$ cat config.mk
export PLATFORM = sky130hd
export DESIGN_NAME = lstc_queue
export DESIGN_NICKNAME = d
export VERILOG_FILES = /design/src/hw/rtl/lstc_pkg.sv /design/src/hw/rtl/lstc_queue.sv
export SDC_FILE = /design/constraint.sdc
export NUM_CORES = 1
export LEC_CHECK = 0
export ABC_AREA = 1
export BUFFER_PORTS_ARGS = -buffer_cell sky130_fd_sc_hd__buf_2
export CELL_PAD_IN_SITES_DETAIL_PLACEMENT = 1
export CELL_PAD_IN_SITES_GLOBAL_PLACEMENT = 1
export CORE_UTILIZATION = 35
export DETAILED_ROUTE_END_ITERATION = 8
export GPL_ROUTABILITY_DRIVEN = 0
export GPL_TIMING_DRIVEN = 0
export PLACE_DENSITY_LB_ADDON = 0.1
export SLEW_MARGIN = 20
export SYNTH_ARGS = -nofsm -noshare
export SYNTH_HDL_FRONTEND = slang
export SYNTH_SLANG_ARGS = --single-unit
export TNS_END_PERCENT = 50
$ cat constraint.sdc
create_clock -name i_clk -period 10.8 [get_ports i_clk]
set_clock_uncertainty 0.1 [all_clocks]
set_input_delay 1.08 -clock i_clk [delete_from_list [all_inputs] [get_ports i_clk]]
set_output_delay 1.08 -clock i_clk [all_outputs]
set_load 0.02 [all_outputs]
$ cat src/hw/rtl/lstc_pkg.sv
`default_nettype none

package lstc_pkg;

    // Vector words are quarter-mm scaled by 2^30; the angle word is degrees scaled by 2^22.
    localparam int VEC_W       = 49;
    localparam int ANG_W       = 32;
    localparam int ATAN_TBL_LEN = 24;
    localparam int GAIN_W      = 30;
    localparam int PROD_W      = 46;

    localparam logic [14:0]       FULL_TURN_Q6    = 15'd23040;
    localparam logic [14:0]       QUARTER_TURN_Q6 = 15'd5760;
    localparam logic [GAIN_W-1:0] GAIN_Q30        = 30'd652032874;
    localparam logic [15:0]       COORD_LIMIT     = 16'd16384;

    typedef enum logic [1:0] {
        QUAD_0   = 2'd0,
        QUAD_90  = 2'd1,
        QUAD_180 = 2'd2,
        QUAD_270 = 2'd3
    } t_quad;

    typedef struct packed {
        logic [5:0]  quality;
        logic [14:0] angle_q6;
        logic [15:0] dist_qmm;
        t_quad       quad;
        logic [12:0] rem;
    } t_item;

    typedef struct packed {
        logic [5:0]  quality;
        logic [14:0] angle_q6;
        logic [15:0] dist_qmm;
        t_quad       quad;
    } t_meta;

    // atan(2^-i) in degrees * 2^22, rounded to nearest
    function automatic logic [27:0] atan_q22(input int unsigned idx);
        logic [27:0] val;
        unique case (idx)
            0:  val = 28'd188743680;
            1:  val = 28'd111421900;
            2:  val = 28'd58872272;
            3:  val = 28'd29884485;
            4:  val = 28'd15000234;
            5:  val = 28'd7507429;
            6:  val = 28'd3754631;
            7:  val = 28'd1877430;
            8:  val = 28'd938729;
            9:  val = 28'd469366;
            10: val = 28'd234683;
            11: val = 28'd117342;
            12: val = 28'd58671;
            13: val = 28'd29335;
            14: val = 28'd14668;
            15: val = 28'd7334;
            16: val = 28'd3667;
            17: val = 28'd1833;
            18: val = 28'd917;
            19: val = 28'd458;
            20: val = 28'd229;
            21: val = 28'd115;
            22: val = 28'd57;
            23: val = 28'd29;
            default: val = 28'd0;
        endcase
        return val;
    endfunction

    // mm * 2^32 -> whole mm, truncated toward zero, clamped to the coordinate limit
    function automatic logic signed [15:0] trunc_mm(input logic signed [VEC_W-1:0] v);
        logic [VEC_W-1:0]  mag;
        logic [VEC_W-33:0] whole;
        logic [15:0]       lim;
        mag   = v[VEC_W-1] ? VEC_W'(-v) : VEC_W'(v);
        whole = mag[VEC_W-1:32];
        if (whole > (VEC_W-32)'(COORD_LIMIT)) begin
            lim = COORD_LIMIT;
        end else begin
            lim = whole[15:0];
        end
        return v[VEC_W-1] ? -signed'(lim) : signed'(lim);
    endfunction

endpackage

`default_nettype wire

$ cat src/hw/rtl/lstc_queue.sv
`default_nettype none

module lstc_queue (
    input  wire logic          i_clk,
    input  wire logic          i_rst_n,
    input  wire logic          i_push,
    input  lstc_pkg::t_item    i_item,
    output logic               o_full,
    output logic               o_valid,
    input  wire logic          i_pop,
    output lstc_pkg::t_item    o_item
);
    import lstc_pkg::*;

    localparam int DEPTH = 4;
    localparam int AW    = $clog2(DEPTH);

    t_item         r_mem [DEPTH];
    logic [AW-1:0] r_wr;
    logic [AW-1:0] r_rd;
    logic [AW:0]   r_cnt;
    logic          do_push;
    logic          do_pop;

    assign o_full  = (r_cnt == (AW+1)'(DEPTH));
    assign o_valid = (r_cnt != '0);
    assign o_item  = r_mem[r_rd];
    assign do_push = i_push && !o_full;
    assign do_pop  = i_pop && o_valid;

    always_ff @(posedge i_clk) begin
        if (do_push) begin
            r_mem[r_wr] <= i_item;
        end
    end

    always_ff @(posedge i_clk) begin
        if (!i_rst_n) begin
            r_wr  <= '0;
            r_rd  <= '0;
            r_cnt <= '0;
        end else begin
            if (do_push) begin
                r_wr <= r_wr + 1'b1;
            end
            if (do_pop) begin
                r_rd <= r_rd + 1'b1;
            end
            r_cnt <= r_cnt + (AW+1)'(do_push) - (AW+1)'(do_pop);
        end
    end

endmodule

`default_nettype wire

==> flow_summary_export.csv <==
group,metric,value,unit
outcome,status,"finished, final reports clean",
placement,placed_area,9900,um^2
final_layout,area_growth_syn_to_layout,22.1,%
drt,drt-initial-drc-count,240,
timing,fin_crit_sh,0.317,
critical_path,crit-reg2reg-launch,"r_cnt[1]",
critical_path,crit_path_end_kind,"output port",
drt,wire_per_inst,20.5,um
timing,rsz0062_at_grt,"false",
critical_path,critPathArrivalTime,2.25,ns
clocking,root_buffer,"clkbuf_16",
synthesis,ys_seq_elements,217,
drt,viasPerCell,4.93,
clocking,cts_buffers,24,
floorplan,dieArea,25600,um^2
power,vdd_drop_max,126,uV
floorplan,die_h,160,um
timing,slew_headroom,0.566,
synthesis,synth_compound_area_frac,0.128,
grt,grt_max_degree,21,
timing,clock.fmax,292,MHz
clocking,path_clk_slew,0.06,ns
critical_path,setup.worst_path.class,"register to output port",
critical_path,worstPathRequired,9.62,ns
final_layout,drive_above_1_share,0.342,
drt,first_pass_iters,4,
power,switching_share,0.328,
clocking,cts_tree,"done",
final_layout,multiInputGateArea,2030,um^2
clocking,cts_hold_buf,0,
final_layout,layout_common_cells,"edfxtp_1 (208), buf_2 (118), o21ai_0 (91)",
placement,dp_hpwl,14000,um
clocking,clock_latency,0.50,ns
synthesis,syn_area,8730,um^2
synthesis,synth_nets,631,
timing,setup_viol,0,
grt,grt_pass1_wl,32900,um
floorplan,die_x,160,um
grt,gr-total-overflow,0,
power,power_density,241,nW/um^2
floorplan,io_pins,110,
critical_path,crit_path_start_kind,"register",
timing,worst_pin_slew,0.650,ns
power,power.leakage,3.68,nW
synthesis,synth_top_family_by_area,"compound AO/OA/AOI/OAI gates",
clocking,post_cts_resized,0,
synthesis,muxShareOfSynthArea,0,
synthesis,synth_xor_area_frac,0,
floorplan,row_count,57,
synthesis,synth_cell_types,22,
power,p_seq_frac,0.412,
synthesis,netlist_instances,568,
synthesis,synthAdderAreaFrac,0.0109,
timing,hold_viol_final,0,
final_layout,regArea,6430,um^2
final_layout,finalNetCount,775,
final_layout,layout_commonest_cell,"edfxtp_1",
grt,grt.total_usage,0.171,
clocking,cts_sinks,217,
critical_path,timing.critical_path.fanout_max,10,
min_path,hold_path_class,"register to register",
timing,slew_violations,0,
synthesis,synth-seq-area-share,0.736,
power,clockPowerShare,0.297,
drt,remaining_drc_errors,0,
power,p_comb_frac,0.290,
grt,antenna_found_initial,5,
min_path,holdCritStartpoint,"r_rd[0]",
drt,vias,5216,
clocking,ctsHtreeMaxLevel,1,
timing,fin_setup_tns,0,ns
grt,grt_pass1_vias,5749,
clocking,clockBufferDepth,3,
final_layout,fill_cells,2494,
floorplan,core,24400,um^2
synthesis,yosysWarnings,0,
synthesis,synth-simple-area-share,0.0899,
power,p_sw,0.000841,W
final_layout,final_area,10700,um^2
floorplan,start_util,0.358,
drt,ant_nets,0,
timing,fin_crit,3.43,ns
run,maxCapViolCount,0,
power,internal_power,0.00172,W
clocking,post_cts_buffers,0,
placement,port_buffers,109,
drt,routed_wl,21600,um
synthesis,syn_area_per_cell,15.4,um^2
path summary, 6_finish.rpt:
| path | depth (start not counted) | end | slack [ns] |
|---|---|---|---|
| worst max-delay path | 5 | o_item[27] | 7.37 |
| worst min-delay path | 2 | r_rd[0] | 0.41 |
| worst max register to register | 10 | r_cnt[2] | 8.31 |
| worst min register to register | 2 | r_rd[0] | 0.41 |
final cells by class:
type,instances,share of cell area
flip-flops and latches,217,0.603
multi-input cells,302,0.190
repair buffers,118,0.0695
clock buffers,36,0.0636
well taps,324,0.0381
plain buffers,32,0.0224
clock inverters,8,0.00599
inverters,17,0.00599
diodes,3,0.000705
sequential cells by signal, summed over array words and instances (netlist names), named ones only:
name / count
r_mem: 208
r_cnt: 3
r_rd: 2
r_wr: 2
cells in the mapped netlist (all sizes together):
cell type / number / area share
o21ai: 105 / 0.060
ha: 6 / 0.0086
clkbuf: 14 / 0.0060
buf: 18 / 0.021
nand3: 3 / 0.0017
a21oi: 4 / 0.0023
dfxtp: 9 / 0.021
o22ai: 52 / 0.064
edfxtp: 208 / 0.72
a21boi: 2 / 0.0017
nor2: 116 / 0.083
inv: 17 / 0.0073
nand2: 13 / 0.0056
fa: 1 / 0.0023
metrics by stage:
step	instances	setup WS, ns	util	total power (W)	hold slack, ns
2_1_floorplan	568	6.86	-	0.00155	0.348
3_3_place_gp	1001	4.37	0.397	0.00180	0.366
3_5_place_dp	1010	7.84	0.406	0.00184	0.403
4_1_cts	1054	7.28	0.436	0.00261	0.419
5_1_grt	1055	7.16	0.436	0.00269	0.456
6_report	1057	7.37	0.437	0.00256	0.415
critical path, cell delays in order, from the launching register on:
cell	delay [ns]
dfxtp_1	0.45
inv_2	0.22
clkbuf_1	0.45
o21ai_0	0.22
o22ai_1	0.18
buf_2	0.22
cells by family after synthesis:
group,Yosys count
flip-flops,217
AO/OA/AOI/OAI,163
AND/OR/NAND/NOR,132
buffers and inverters,49
adder cells (fa/ha/maj),7
power by group through the flow:
stage | combinational (W) | sequential [W] | clock (W)
floorplan | 0.000476 | 0.00107 | 0
global placement | 0.000713 | 0.00109 | 0
detailed placement | 0.000763 | 0.00107 | 0
CTS | 0.000766 | 0.00106 | 0.000786
global route | 0.000806 | 0.00106 | 0.000819
finish | 0.000745 | 0.00106 | 0.000763
per-layer routing:
metal	part of all wire	GRT usage	up-vias	routed length (um)
met5	0.0017	0	-	37
met4	0.023	0.0450	6	499
met3	0.050	0.0382	39	1070
met2	0.51	0.312	120	11100
met1	0.41	0.202	2639	8900
li1	-	-	2412	-
Note: power is estimated with default switching activity, not from simulation.
