==> src/hw/rtl/lstc_pkg.sv <==
`default_nettype none

package lstc_pkg;

    // Vector words are quarter-mm scaled by 2^30; the angle word is degrees scaled by 2^22.
    localparam int VEC_W       = 49;
    localparam int ANG_W       = 32;
    localparam int ATAN_TBL_LEN = 24;
    localparam int GAIN_W      = 30;
    localparam int PROD_W      = 46;

    localparam logic [14:0]       FULL_TURN_Q6    = 15'd23040;
    localparam logic [14:0]       QUARTER_TURN_Q6 = 15'd5760;
    localparam logic [GAIN_W-1:0] GAIN_Q30        = 30'd652032874;
    localparam logic [15:0]       COORD_LIMIT     = 16'd16384;

    typedef enum logic [1:0] {
        QUAD_0   = 2'd0,
        QUAD_90  = 2'd1,
        QUAD_180 = 2'd2,
        QUAD_270 = 2'd3
    } t_quad;

    typedef struct packed {
        logic [5:0]  quality;
        logic [14:0] angle_q6;
        logic [15:0] dist_qmm;
        t_quad       quad;
        logic [12:0] rem;
    } t_item;

    typedef struct packed {
        logic [5:0]  quality;
        logic [14:0] angle_q6;
        logic [15:0] dist_qmm;
        t_quad       quad;
    } t_meta;

    // atan(2^-i) in degrees * 2^22, rounded to nearest
    function automatic logic [27:0] atan_q22(input int unsigned idx);
        logic [27:0] val;
        unique case (idx)
            0:  val = 28'd188743680;
            1:  val = 28'd111421900;
            2:  val = 28'd58872272;
            3:  val = 28'd29884485;
            4:  val = 28'd15000234;
            5:  val = 28'd7507429;
            6:  val = 28'd3754631;
            7:  val = 28'd1877430;
            8:  val = 28'd938729;
            9:  val = 28'd469366;
            10: val = 28'd234683;
            11: val = 28'd117342;
            12: val = 28'd58671;
            13: val = 28'd29335;
            14: val = 28'd14668;
            15: val = 28'd7334;
            16: val = 28'd3667;
            17: val = 28'd1833;
            18: val = 28'd917;
            19: val = 28'd458;
            20: val = 28'd229;
            21: val = 28'd115;
            22: val = 28'd57;
            23: val = 28'd29;
            default: val = 28'd0;
        endcase
        return val;
    endfunction

    // mm * 2^32 -> whole mm, truncated toward zero, clamped to the coordinate limit
    function automatic logic signed [15:0] trunc_mm(input logic signed [VEC_W-1:0] v);
        logic [VEC_W-1:0]  mag;
        logic [VEC_W-33:0] whole;
        logic [15:0]       lim;
        mag   = v[VEC_W-1] ? VEC_W'(-v) : VEC_W'(v);
        whole = mag[VEC_W-1:32];
        if (whole > (VEC_W-32)'(COORD_LIMIT)) begin
            lim = COORD_LIMIT;
        end else begin
            lim = whole[15:0];
        end
        return v[VEC_W-1] ? -signed'(lim) : signed'(lim);
    endfunction

endpackage

`default_nettype wire

==> src/hw/rtl/lstc_front.sv <==
`default_nettype none

module lstc_front #(
    parameter int QUALITY_SHIFT = 2,
    parameter int ANGLE_SHIFT   = 1
) (
    input  wire logic          i_valid,
    output logic               o_stall,
    input  wire logic [7:0]    i_quality_byte,
    input  wire logic [15:0]   i_angle_word,
    input  wire logic [15:0]   i_distance_word,
    input  wire logic          i_full,
    output logic               o_push,
    output lstc_pkg::t_item    o_item
);
    import lstc_pkg::*;

    logic [7:0]  q_sh;
    logic [15:0] a_sh;
    logic [14:0] ang;
    logic [14:0] ang_red;

    assign q_sh = i_quality_byte >> QUALITY_SHIFT;
    assign a_sh = i_angle_word >> ANGLE_SHIFT;
    assign ang  = a_sh[14:0];

    assign ang_red = (ang >= FULL_TURN_Q6) ? 15'(ang - FULL_TURN_Q6) : ang;

    assign o_stall = i_full;
    // zero distance marks an invalid sample: taken and dropped
    assign o_push  = i_valid && !i_full && (i_distance_word != 16'd0);

    always_comb begin
        o_item.quality  = q_sh[5:0];
        o_item.angle_q6 = ang;
        o_item.dist_qmm = i_distance_word;
        priority if (ang_red >= 15'(3 * QUARTER_TURN_Q6)) begin
            o_item.quad = QUAD_270;
            o_item.rem  = 13'(ang_red - 15'(3 * QUARTER_TURN_Q6));
        end else if (ang_red >= 15'(2 * QUARTER_TURN_Q6)) begin
            o_item.quad = QUAD_180;
            o_item.rem  = 13'(ang_red - 15'(2 * QUARTER_TURN_Q6));
        end else if (ang_red >= QUARTER_TURN_Q6) begin
            o_item.quad = QUAD_90;
            o_item.rem  = 13'(ang_red - QUARTER_TURN_Q6);
        end else begin
            o_item.quad = QUAD_0;
            o_item.rem  = ang_red[12:0];
        end
    end

endmodule

`default_nettype wire

==> config.mk <==
export PLATFORM = sky130hd
export DESIGN_NAME = lstc_front
export DESIGN_NICKNAME = d
export VERILOG_FILES = /design/src/hw/rtl/lstc_pkg.sv /design/src/hw/rtl/lstc_front.sv
export SDC_FILE = /design/constraint.sdc
export NUM_CORES = 1
export LEC_CHECK = 0
export BUFFER_PORTS_ARGS = -buffer_cell sky130_fd_sc_hd__buf_2
export CAP_MARGIN = 40
export CORE_MARGIN = 3
export CORE_UTILIZATION = 34
export DETAILED_ROUTE_END_ITERATION = 6
export PLACE_DENSITY = 0.71
export SLEW_MARGIN = 20
export SYNTH_ARGS = -nofsm -noshare
export SYNTH_HDL_FRONTEND = slang
export SYNTH_SLANG_ARGS = --single-unit
==> constraint.sdc <==
create_clock -name vclk -period 3
set_clock_uncertainty 0.15 [all_clocks]
set_input_delay 0.3 -clock vclk [all_inputs]
set_output_delay 0.3 -clock vclk [all_outputs]
set_load 0.01 [all_outputs]
==> results of run 1 <==
-- cell families (layout without fill, tap and decap cells) --
group                    Yosys count  in the layout  synth area share [%]
buffers and inverters             59            157                 30.24
AND/OR/NAND/NOR                   59             59                 28.95
AO/OA/AOI/OAI                     50             50                 30.42
adder cells (fa/ha/maj)            7              7                 6.434
multiplexers                       1              1                0.7353
XOR/XNOR                           5              5                 3.217
-- worst max-delay path, delay by kind of cell --
family	cells	cell delay (ns)
AOI/OAI and AO/OA	7	0.93
adders and majority gates	2	0.32
buffers and inverters	4	0.46
and+or+nand+nor	5	0.74
-- Yosys cell counts, types with 2 or more instances --
cell type and n:
buf_2 2, xnor2_1 4, ha_1 7, inv_1 8, nor3_2 3, nor2_1 10
a311o_1 2, o221ai_1 4, o211ai_1 2, nor4_1 6, nand2b_1 3, nor3_1 4
or4_1 3, o21ai_2 2, and3_1 2, buf_6 2, nand3_1 4, o21ai_0 6
a211oi_2 3, a21oi_1 9, or2_1 2, a31o_2 2, nand2_1 7, buf_4 46
o211a_1 2, nand3b_1 2, and2_1 4, a21o_1 3
-- what timing repair did --
action                                  CTS  global route
buffers inserted                          8             3
pin swaps                                19             5
endpoints found under the setup margin    8             8
hold buffers                              0             0
resized for setup                        28             7
-- metal layers --
layer  vias to the layer above  routed length [um]  GRT usage [%]
met4                         0                  36          1.518
met3                         6                 327         0.8696
met1                       779                1794          21.81
met5                         -                   0              0
met2                        73                2408          34.43
li1                        820                   -              -
-- per-stage QoR --
step                      utilization [%]  setup WS [ns]  area (um2)
after CTS                           56.60        -0.2315        2135
after floorplan                         -        -0.2209        1441
after detailed placement            51.96        -0.5118        1959
after global routing                58.00        -0.3232        2187
final                               58.00        -0.2280        2187
after global placement              51.96        -0.3878        1959
-- worst max-delay path by stage --
stage,start,endpoint,depth (start not counted)
after floorplan,i_angle_word[10],o_item[8],15
after global placement,i_angle_word[11],o_item[8],17
after detailed placement,i_angle_word[11],o_item[8],17
after CTS,i_angle_word[10],o_item[8],18
after global routing,i_angle_word[10],o_item[8],18
final,i_angle_word[10],o_item[8],18
-- layout make-up --
class              count  area, um2  share of cell area (%)
well taps             48      60.06                   2.746
inverters              8      33.78                   1.545
multi-input cells    122       1110                   50.74
repair buffers       149      983.4                   44.97
-- placed cells by master, fill, tap and decap left out, types with 2 or more instances in the layout --
cell      count
nor4_1        5
o211ai_1      2
buf_2        74
nand2_1       5
or4_4         2
a21o_1        3
and3_4        2
or2_4         2
nand3_1       3
o221ai_1      2
o21ai_0       4
xnor2_1       3
a21oi_1       8
nor3_2        3
inv_1         6
and2_4        2
nand2b_1      3
ha_4          2
ha_1          5
nor3_1        3
nand3b_1      2
buf_4        65
buf_6         8
nor2_1       10
o21ai_2       3
a211oi_2      3
o221ai_2      2
a311o_1       2
o211a_1       2
and2_1        3
a21oi_2       2
-- where the power goes --
| group | internal (W) | total, W | leakage [nW] | switching, W |
|---|---|---|---|---|
| registers | 0 | 0 | 0 | 0 |
| logic | 0.000221 | 0.000430 | 1.08 | 0.000209 |
| clock network | 0 | 0 | 0 | 0 |
| total | 0.000221 | 0.000430 | 1.08 | 0.000209 |
==> metrics.log, run 1 <==
[metrics] final slew viol count: 0
[metrics] setup repair after global routing missed its margin: true
[metrics] worst-path cell with the longest stage delay: and3b_2
[metrics] sequential standard cell area: 0 um2
[metrics] Crit Path Class: primary input to primary output
[metrics] part of the Yosys area used for sequential elements: 0%
[metrics] grt ovf: 0
[metrics] required arrival time at the worst endpoint: approximately 2.6 ns
[metrics] post-layout power: about 0.00043 W
[metrics] run status: finished, violations left
[metrics] largest driver fanout on the critical path: 8
[metrics] shortest period the worst path allows: 3.228 ns
[metrics] HPWL after detailed placement: between 3000 and 4000 um
[metrics] worst supply voltage drop on vdd: 0.1204 mV
[metrics] routed vias/inst: 5.131
[metrics] worst hold start: i_quality_byte[3]
[metrics] Mean Syn Cell Area: 7.521 um2
[metrics] wire per inst: around 14 um
[metrics] kind of end point of the critical path: primary output
[metrics] fill cell count: 347
[metrics] area of the die: approximately 4800 um2
[metrics] number of nets in the layout: 330
[metrics] die boundary height: between 60 and 70 um
[metrics] critical path launch point type: primary input
[metrics] type of the most critical hold path: primary input to primary output
[metrics] initial antenna violation count: 0
[metrics] post-detailed-route DRC marker count: 0
[metrics] number of antenna-violating nets in the routed design: 0
[metrics] Initial Utilization: about 36%
[metrics] worst-margin pin slew: roughly 0.45 ns
[metrics] endpoint of the worst hold path: o_item[47]
[metrics] Final Wtd Congestion: 0.9510
[metrics] accumulated negative setup slack: -1.161 ns
[metrics] final number of setup-violating endpoints: 7
[metrics] global-route wire length before repair: around 7300 um
[metrics] share of the cycle needed by the critical path after routing: 107.6%
[metrics] number of maximum-capacitance violations: 0
[metrics] Placeable Area: between 3000 and 4000 um2
[metrics] Area growth syn-to-layout: 60.66%
[metrics] Cells after DPL: between 300 and 400
[metrics] Clock buffer cells: 0
[metrics] failing checks: negative setup slack
[metrics] PD cells: 196.4 nW/um2
[metrics] Seq Cell Count: 0
[metrics] worst slew margin relative to its limit: 69.56%
[metrics] synthesized instance count: around 180
[metrics] area fraction of the dominant cell type after synthesis: roughly a quarter
[metrics] Global Route Usage Sum: approximately 18%
[metrics] DRC violation total after the first TritonRoute iteration: 26
[metrics] Ys Warns: 0
[metrics] leak pwr: around 1.1 nW
[metrics] most area-hungry cell type in the Yosys netlist: buf_4
[metrics] minimum setup slack in the final design: -0.2280 ns
[metrics] pin count of the biggest net entering global routing: 13
[metrics] I/O Buffers: 81
[metrics] ant diodes: 0
[metrics] Worst EP arrival: 2.78 ns
[metrics] achievable frequency: between 300 and 400 MHz
[metrics] final hold violations: 0
[metrics] slowest stage delay, CP: approximately 0.26 ns
[metrics] cell type with the highest occurrence count on the critical path: ha_4
[metrics] count of unique library cells instantiated by Yosys: 55
[metrics] cell area after synthesis: 1361 um2
[metrics] via count: 1678
[metrics] io pins: 96
[metrics] largest cells by area after synthesis: buf_4 25%, ha_1 6.4%, a21oi_1 3.3%
[metrics] worst hold margin: around 0.45 ns
[metrics] Post-Synthesis Net Count: 230
[metrics] number of rows in the core area: 22
[metrics] hold depth: 0
[metrics] number of standard cells in the layout, taps in and fillers out: 327
[metrics] via count of the first global-routing pass: between 1500 and 2000
[metrics] Total Routed Length: about 4600 um
[metrics] Initial DRT Pass Iterations: 4
[metrics] cell-by-cell listing of the critical path: buf_8, clkinvlp_4, ha_4, and3b_2, o21ai_4, a21oi_4, nor2_4, ha_4, and2_4, a31o_4, a21oi_2, nand3_2, o31ai_4, buf_6, and3_4, o21ai_2, o221a_1, buf_2
[metrics] share of cells above drive strength 1: between 60 and 70%
[metrics] overall die width: 69.28 um
Note: power is estimated with default switching activity, not from simulation.
==> run 2: changes to the inputs <==
--- a/config.mk
+++ b/config.mk
@@ -10,6 +10,7 @@
 export CORE_MARGIN = 3
 export CORE_UTILIZATION = 34
 export DETAILED_ROUTE_END_ITERATION = 6
+export MAX_ROUTING_LAYER = met4
 export PLACE_DENSITY = 0.71
 export SLEW_MARGIN = 20
 export SYNTH_ARGS = -nofsm -noshare
==> run 2 against run 1 <==
Net effect: the run still ends with negative setup slack left; worst hold slack did not move; global-route usage fell by 0.64 points; non-clock buffer count down 1; final area down 1.7%; sequential share of layout area stayed put; die area did not move; critical path depth unchanged; largest cell class unchanged.
==> metrics.log, run 2 (synthesis results as in run 1) <==
[metrics] Area growth syn-to-layout: 57.90%
[metrics] setup repair after global routing missed its margin: true
[metrics] area of the multi-input gates: 1086 um2 (-2.1%)
[metrics] via count: 1684 (+0.36%)
[metrics] fill cell count: 353 (+1.7%)
[metrics] worst slew margin relative to its limit: 74.53% (+5.0 points)
[metrics] kind of end point of the critical path: primary output
[metrics] number of rows in the core area: 22 (unchanged)
[metrics] worst-path cell with the longest stage delay: and3b_2
[metrics] area of the die: 4799 um2 (unchanged)
[metrics] run status: finished, violations left
[metrics] ant diodes: 0 (unchanged)
[metrics] global-route wire length before repair: 6920 um (-5.6%)
[metrics] number of antenna-violating nets in the routed design: 0 (unchanged)
[metrics] critical path launch point type: primary input
[metrics] crit-path leading delay family: compound AO/OA/AOI/OAI gates
[metrics] buffering stage count on the worst path with inverters included: 4 (unchanged)
[metrics] Initial Utilization: 36.10% (unchanged)
[metrics] post-detailed-route DRC marker count: 0 (unchanged)
[metrics] Crit Path Class: primary input to primary output
[metrics] leak pwr: 1.071 nW (-0.69%)
[metrics] largest driver fanout on the critical path: 8 (unchanged)
[metrics] achievable frequency: 304.6 MHz (-1.7%)
[metrics] Final Wtd Congestion: 0.9747 (+2.5%)
[metrics] shortest period the worst path allows: 3.283 ns (+0.05528 ns)
[metrics] Placeable Area: 3771 um2 (unchanged)
[metrics] Total Routed Length: 4280 um (-6.3%)
[metrics] io pins: 96 (unchanged)
[metrics] HPWL after detailed placement: 3516 um (+2.9%)
[metrics] Worst EP arrival: 2.83 ns (+0.05 ns)
[metrics] Place WS: -0.4838 ns (+0.02805 ns)
[metrics] slowest stage delay, CP: 0.26 ns (about the same)
[metrics] DRC violation total after the first TritonRoute iteration: 37 (+42%)
[metrics] Placement Cell Area: 1952 um2 (-0.38%)
[metrics] PD cells: 196.3 nW/um2 (about the same)
[metrics] routed vias/inst: 5.166 (+0.67%)
[metrics] Clock buffer cells: 0 (unchanged)
[metrics] overall die width: 69.28 um (unchanged)
[metrics] cell type with the highest occurrence count on the critical path: ha_4
[metrics] pin count of the biggest net entering global routing: 13 (unchanged)
[metrics] via count of the first global-routing pass: 1550 (-0.96%)
[metrics] grt ovf: 0 (unchanged)
[metrics] cell-by-cell listing of the critical path: buf_8, clkinvlp_4, ha_4, and3b_2, o21ai_4, a21oi_4, nor2_4, ha_4, and2_4, a31o_4, a21oi_2, nand3_2, o31ai_4, buf_6, and3_1, o21ai_1, o221a_1, buf_2
[metrics] hold buffer count at CTS: 0 (unchanged)
[metrics] type of the most critical hold path: primary input to primary output
[metrics] initial antenna violation count: 0 (unchanged)
[metrics] final number of setup-violating endpoints: 8 (+1)
[metrics] Post-Layout Inst Area: 2150 um2 (-1.7%)
[metrics] worst supply voltage drop on vdd: 0.1339 mV (+11%)
[metrics] worst-margin pin slew: 0.3781 ns (-0.07680 ns)
[metrics] Global Route Usage Sum: 17.03% (-0.64 points)
[metrics] final hold violations: 0 (unchanged)
[metrics] sequential standard cell area: 0 um2 (unchanged)
[metrics] failing checks: negative setup slack
[metrics] most common library cell in the layout ignoring fill and taps: buf_2
[metrics] share of cells above drive strength 1: 67.99% (-1.9 points)
[metrics] I/O Buffers: 81 (unchanged)
[metrics] minimum setup slack in the final design: -0.2833 ns (-0.05528 ns)
[metrics] final slew viol count: 0 (unchanged)
[metrics] Initial DRT Pass Iterations: 4 (unchanged)
[metrics] share of the cycle needed by the critical path after routing: 109.4% (+1.8 points)
[metrics] required arrival time at the worst endpoint: 2.55 ns (about the same)
[metrics] wire per inst: 13.13 um (-6.0%)
[metrics] highest-count cells in the layout ignoring fill and taps: 76 x buf_2, 64 x buf_4, 10 x nor2_1
[metrics] number of maximum-capacitance violations: 0 (unchanged)
[metrics] number of nets in the layout: 329 (-0.30%)
[metrics] post-layout util: 57.00% (-1.0 points)
[metrics] die boundary height: 69.28 um (unchanged)
[metrics] accumulated negative setup slack: -1.581 ns (-0.4201 ns)
[metrics] worst hold margin: 0.4500 ns (unchanged)
[metrics] Seq Cell Count: 0 (unchanged)
run 2: power by group:
group          internal, W  leakage, nW  switching [W]
Sequential               0            0              0
Combinational     0.000218         1.07       0.000204
Clock                    0            0              0
Total             0.000218         1.07       0.000204
run 2: routing by layer:
layer / vias up / share of wire (%) / global-route usage (%)
met2: 80 / 50 / 31.25
li1: 822 / - / -
met4: 0 / 2.2 / 3.688
met3: 10 / 8.2 / 1.159
met5: - / 0 / -
met1: 772 / 39 / 20.19
run 2: stage by stage:
step	total power, W	std cells
2_1_floorplan	0.0002435	181
3_3_place_gp	0.0003693	315
3_5_place_dp	0.0003746	315
4_1_cts	0.0004167	326
5_1_grt	0.0004571	326
6_report	0.0004219	326
run 2: cell type report:
class,count,area share (%)
inverter,8,1.688
multi-input combinational,122,50.52
tap,48,2.794
timing repair buffer,148,44.99
run 2: repair_timing:
item / 4_1_cts / 5_1_grt
buffers inserted: 11 / 0
pin swaps: 19 / 0
gates cloned: 0 / 0
resized for setup: 25 / 3
setup endpoints to repair: 8 / 8
run 2: final timing paths:
path,from,end,slack (ns),cells after the start
worst max-delay path,i_angle_word[10],o_item[8],-0.28,18
worst min-delay path,i_quality_byte[3],o_item[47],0.45,0
==> run 3: changes to the inputs <==
==> constraint.sdc (replaced) <==
create_clock -name vclk -period 3
set_clock_uncertainty 0.15 [all_clocks]
set_input_delay 0.15 -clock vclk [all_inputs]
set_output_delay 0.15 -clock vclk [all_outputs]
set_load 0.01 [all_outputs]
==> run 3 against run 2 <==
Net effect: the run still ends with negative setup slack left; sequential share of layout area did not move; first-iteration DRC count rose by 22%; utilization shrank 6.3 points; worst setup slack improved by 0.25 ns; global-route usage is 0.25 points lower; power is 12% lower; non-clock buffer count fell by 23; critical path depth decreased by 3; largest cell class unchanged.
==> metrics.log, run 3 (synthesis results as in run 1) <==
[metrics] final number of setup-violating endpoints: 2 (-6)
[metrics] DRC violation total after the first TritonRoute iteration: 45 (+22%)
[metrics] Seq Cell Count: 0 (unchanged)
[metrics] ant diodes: 0 (unchanged)
[metrics] worst slew margin relative to its limit: 67.31% (-7.2 points)
[metrics] Area growth syn-to-layout: 40.35%
[metrics] Switching Share: 52.19% (+3.8 points)
[metrics] type of the most critical hold path: primary input to primary output
[metrics] number of antenna-violating nets in the routed design: 0 (unchanged)
[metrics] number of nets in the layout: 306 (-7.0%)
[metrics] kind of end point of the critical path: primary output
[metrics] run status: finished, violations left
[metrics] I/O Buffers: 81 (unchanged)
[metrics] Crit Path Class: primary input to primary output
[metrics] Final Wtd Congestion: 0.9671 (-0.78%)
[metrics] via count of the first global-routing pass: 1498 (-3.4%)
[metrics] endpoint of the worst hold path: o_item[47]
[metrics] share of cells above drive strength 1: 63.14% (-4.8 points)
[metrics] io pins: 96 (unchanged)
[metrics] number of rows in the core area: 22 (unchanged)
[metrics] part of the total power dissipated in the clock network: 0% (unchanged)
[metrics] largest driver fanout on the critical path: 6 (-2)
[metrics] critical path launch point type: primary input
[metrics] share of the cycle needed by the critical path after routing: 101.3% (-8.2 points)
[metrics] setup repair after global routing missed its margin: true
[metrics] Clock buffer cells: 0 (unchanged)
[metrics] accumulated negative setup slack: -0.04565 ns (+1.535 ns)
[metrics] shortest period the worst path allows: 3.038 ns (-0.2452 ns)
[metrics] Placeable Area: 3771 um2 (unchanged)
[metrics] Initial Utilization: 36.10% (unchanged)
[metrics] overall die width: 69.28 um (unchanged)
[metrics] sequential standard cell area: 0 um2 (unchanged)
[metrics] share of total power in sequential cells: 0% (unchanged)
[metrics] pin count of the biggest net entering global routing: 13 (unchanged)
[metrics] routed vias/inst: 5.261 (+1.8%)
[metrics] highest-count cells in the layout ignoring fill and taps: 77 x buf_2, 45 x buf_4, 10 x nor2_1
[metrics] post-layout power: 0.0003706 W (-12%)
[metrics] most common library cell in the layout ignoring fill and taps: buf_2
[metrics] initial antenna violation count: 0 (unchanged)
[metrics] combinational fraction of design power: 100.0% (about the same)
[metrics] hold depth: 0 (unchanged)
[metrics] Initial DRT Pass Iterations: 4 (unchanged)
[metrics] internal power component: 0.0001772 W (-19%)
[metrics] Total Routed Length: 4188 um (-2.1%)
[metrics] final slew viol count: 0 (unchanged)
[metrics] global-route wire length before repair: 6851 um (-1.0%)
[metrics] number of maximum-capacitance violations: 0 (unchanged)
[metrics] via count: 1594 (-5.3%)
[metrics] die boundary height: 69.28 um (unchanged)
[metrics] PD cells: 194.0 nW/um2 (-1.2%)
[metrics] hold buffer count at CTS: 0 (unchanged)
[metrics] wire per inst: 13.82 um (+5.3%)
[metrics] worst-margin pin slew: 0.4896 ns (+0.1115 ns)
[metrics] final hold violations: 0 (unchanged)
[metrics] worst hold start: i_quality_byte[3]
[metrics] worst supply voltage drop on vdd: 0.1042 mV (-22%)
[metrics] Worst EP arrival: 2.74 ns (-0.09 ns)
[metrics] area of the die: 4799 um2 (unchanged)
[metrics] Global Route Usage Sum: 16.77% (-0.25 points)
[metrics] achievable frequency: 329.2 MHz (+8.1%)
[metrics] net switching power figure: 0.0001934 W (-5.2%)
[metrics] post-detailed-route DRC marker count: 0 (unchanged)
[metrics] leak pwr: 0.9363 nW (-13%)
[metrics] HPWL after detailed placement: 3390 um (-3.6%)
[metrics] grt ovf: 0 (unchanged)
[metrics] required arrival time at the worst endpoint: 2.70 ns (+0.15 ns)
[metrics] minimum setup slack in the final design: -0.03804 ns (+0.2452 ns)
[metrics] failing checks: negative setup slack
-- run 3: stage by stage --
step                      std cells  utilization, %  cell area, um2  hold WS (ns)  worst slack (ns)
after global placement          295           46.95            1770        0.1501          -0.08988
after CTS                       299           48.57            1832        0.1501          0.002104
after detailed placement        295           46.95            1770        0.1501           -0.1799
after global routing            303           50.66            1911        0.1500           -0.1637
final                           303           50.66            1911        0.1500          -0.03804
after floorplan                 181               -            1416        0.2418           0.01181
-- run 3: worst max-delay path by stage --
stage                     startpoint    endpoint  slack, ns  cells past startpoint
floorplan           i_angle_word[10]  o_item[10]       0.01                     15
global placement    i_angle_word[11]  o_item[10]      -0.09                     15
finish              i_angle_word[12]   o_item[9]      -0.04                     15
global route         i_angle_word[3]  o_item[10]      -0.16                     15
CTS                 i_angle_word[10]   o_item[9]      0.002                     17
detailed placement  i_angle_word[11]   o_item[9]      -0.18                     17
-- run 3: routing by layer --
layer | GRT usage [%] | vias to the layer above | part of all wire (%)
li1 | - | 774 | -
met1 | 19.91 | 739 | 41
met2 | 31.14 | 71 | 51
met3 | 1.159 | 10 | 7.2
met4 | 2.820 | 0 | 1.5
met5 | - | - | 0
-- run 3: power by group through the flow --
stage	clock, W	combinational, W	sequential (W)
floorplan	0	0.000240	0
global placement	0	0.000336	0
detailed placement	0	0.000341	0
CTS	0	0.000354	0
global route	0	0.000405	0
finish	0	0.000371	0
-- run 3: final cells by class --
cell class         count  area [um2]
fillers              383        1861
inverters              8       33.78
multi-input cells    122        1056
well taps             48       60.06
repair buffers       125       760.7
-- run 3: worst max-delay path, stage by stage --
cell and delay, ns:
buf_2 0.10, and4b_2 0.28, and4_4 0.21, nor3_4 0.22, nor2_4 0.08, ha_4 0.16, and2_4 0.13, a31o_4 0.20
a21oi_2 0.14, nand3_2 0.12, o31ai_4 0.37, buf_4 0.20, o21ai_2 0.06, a21oi_1 0.15, buf_2 0.16
-- run 3: repair_timing --
action                                  in CTS  in global routing
setup buffers                                4                  5
endpoints found under the setup margin       6                  7
pin swaps                                    7                 18
resized for setup                            9                 13
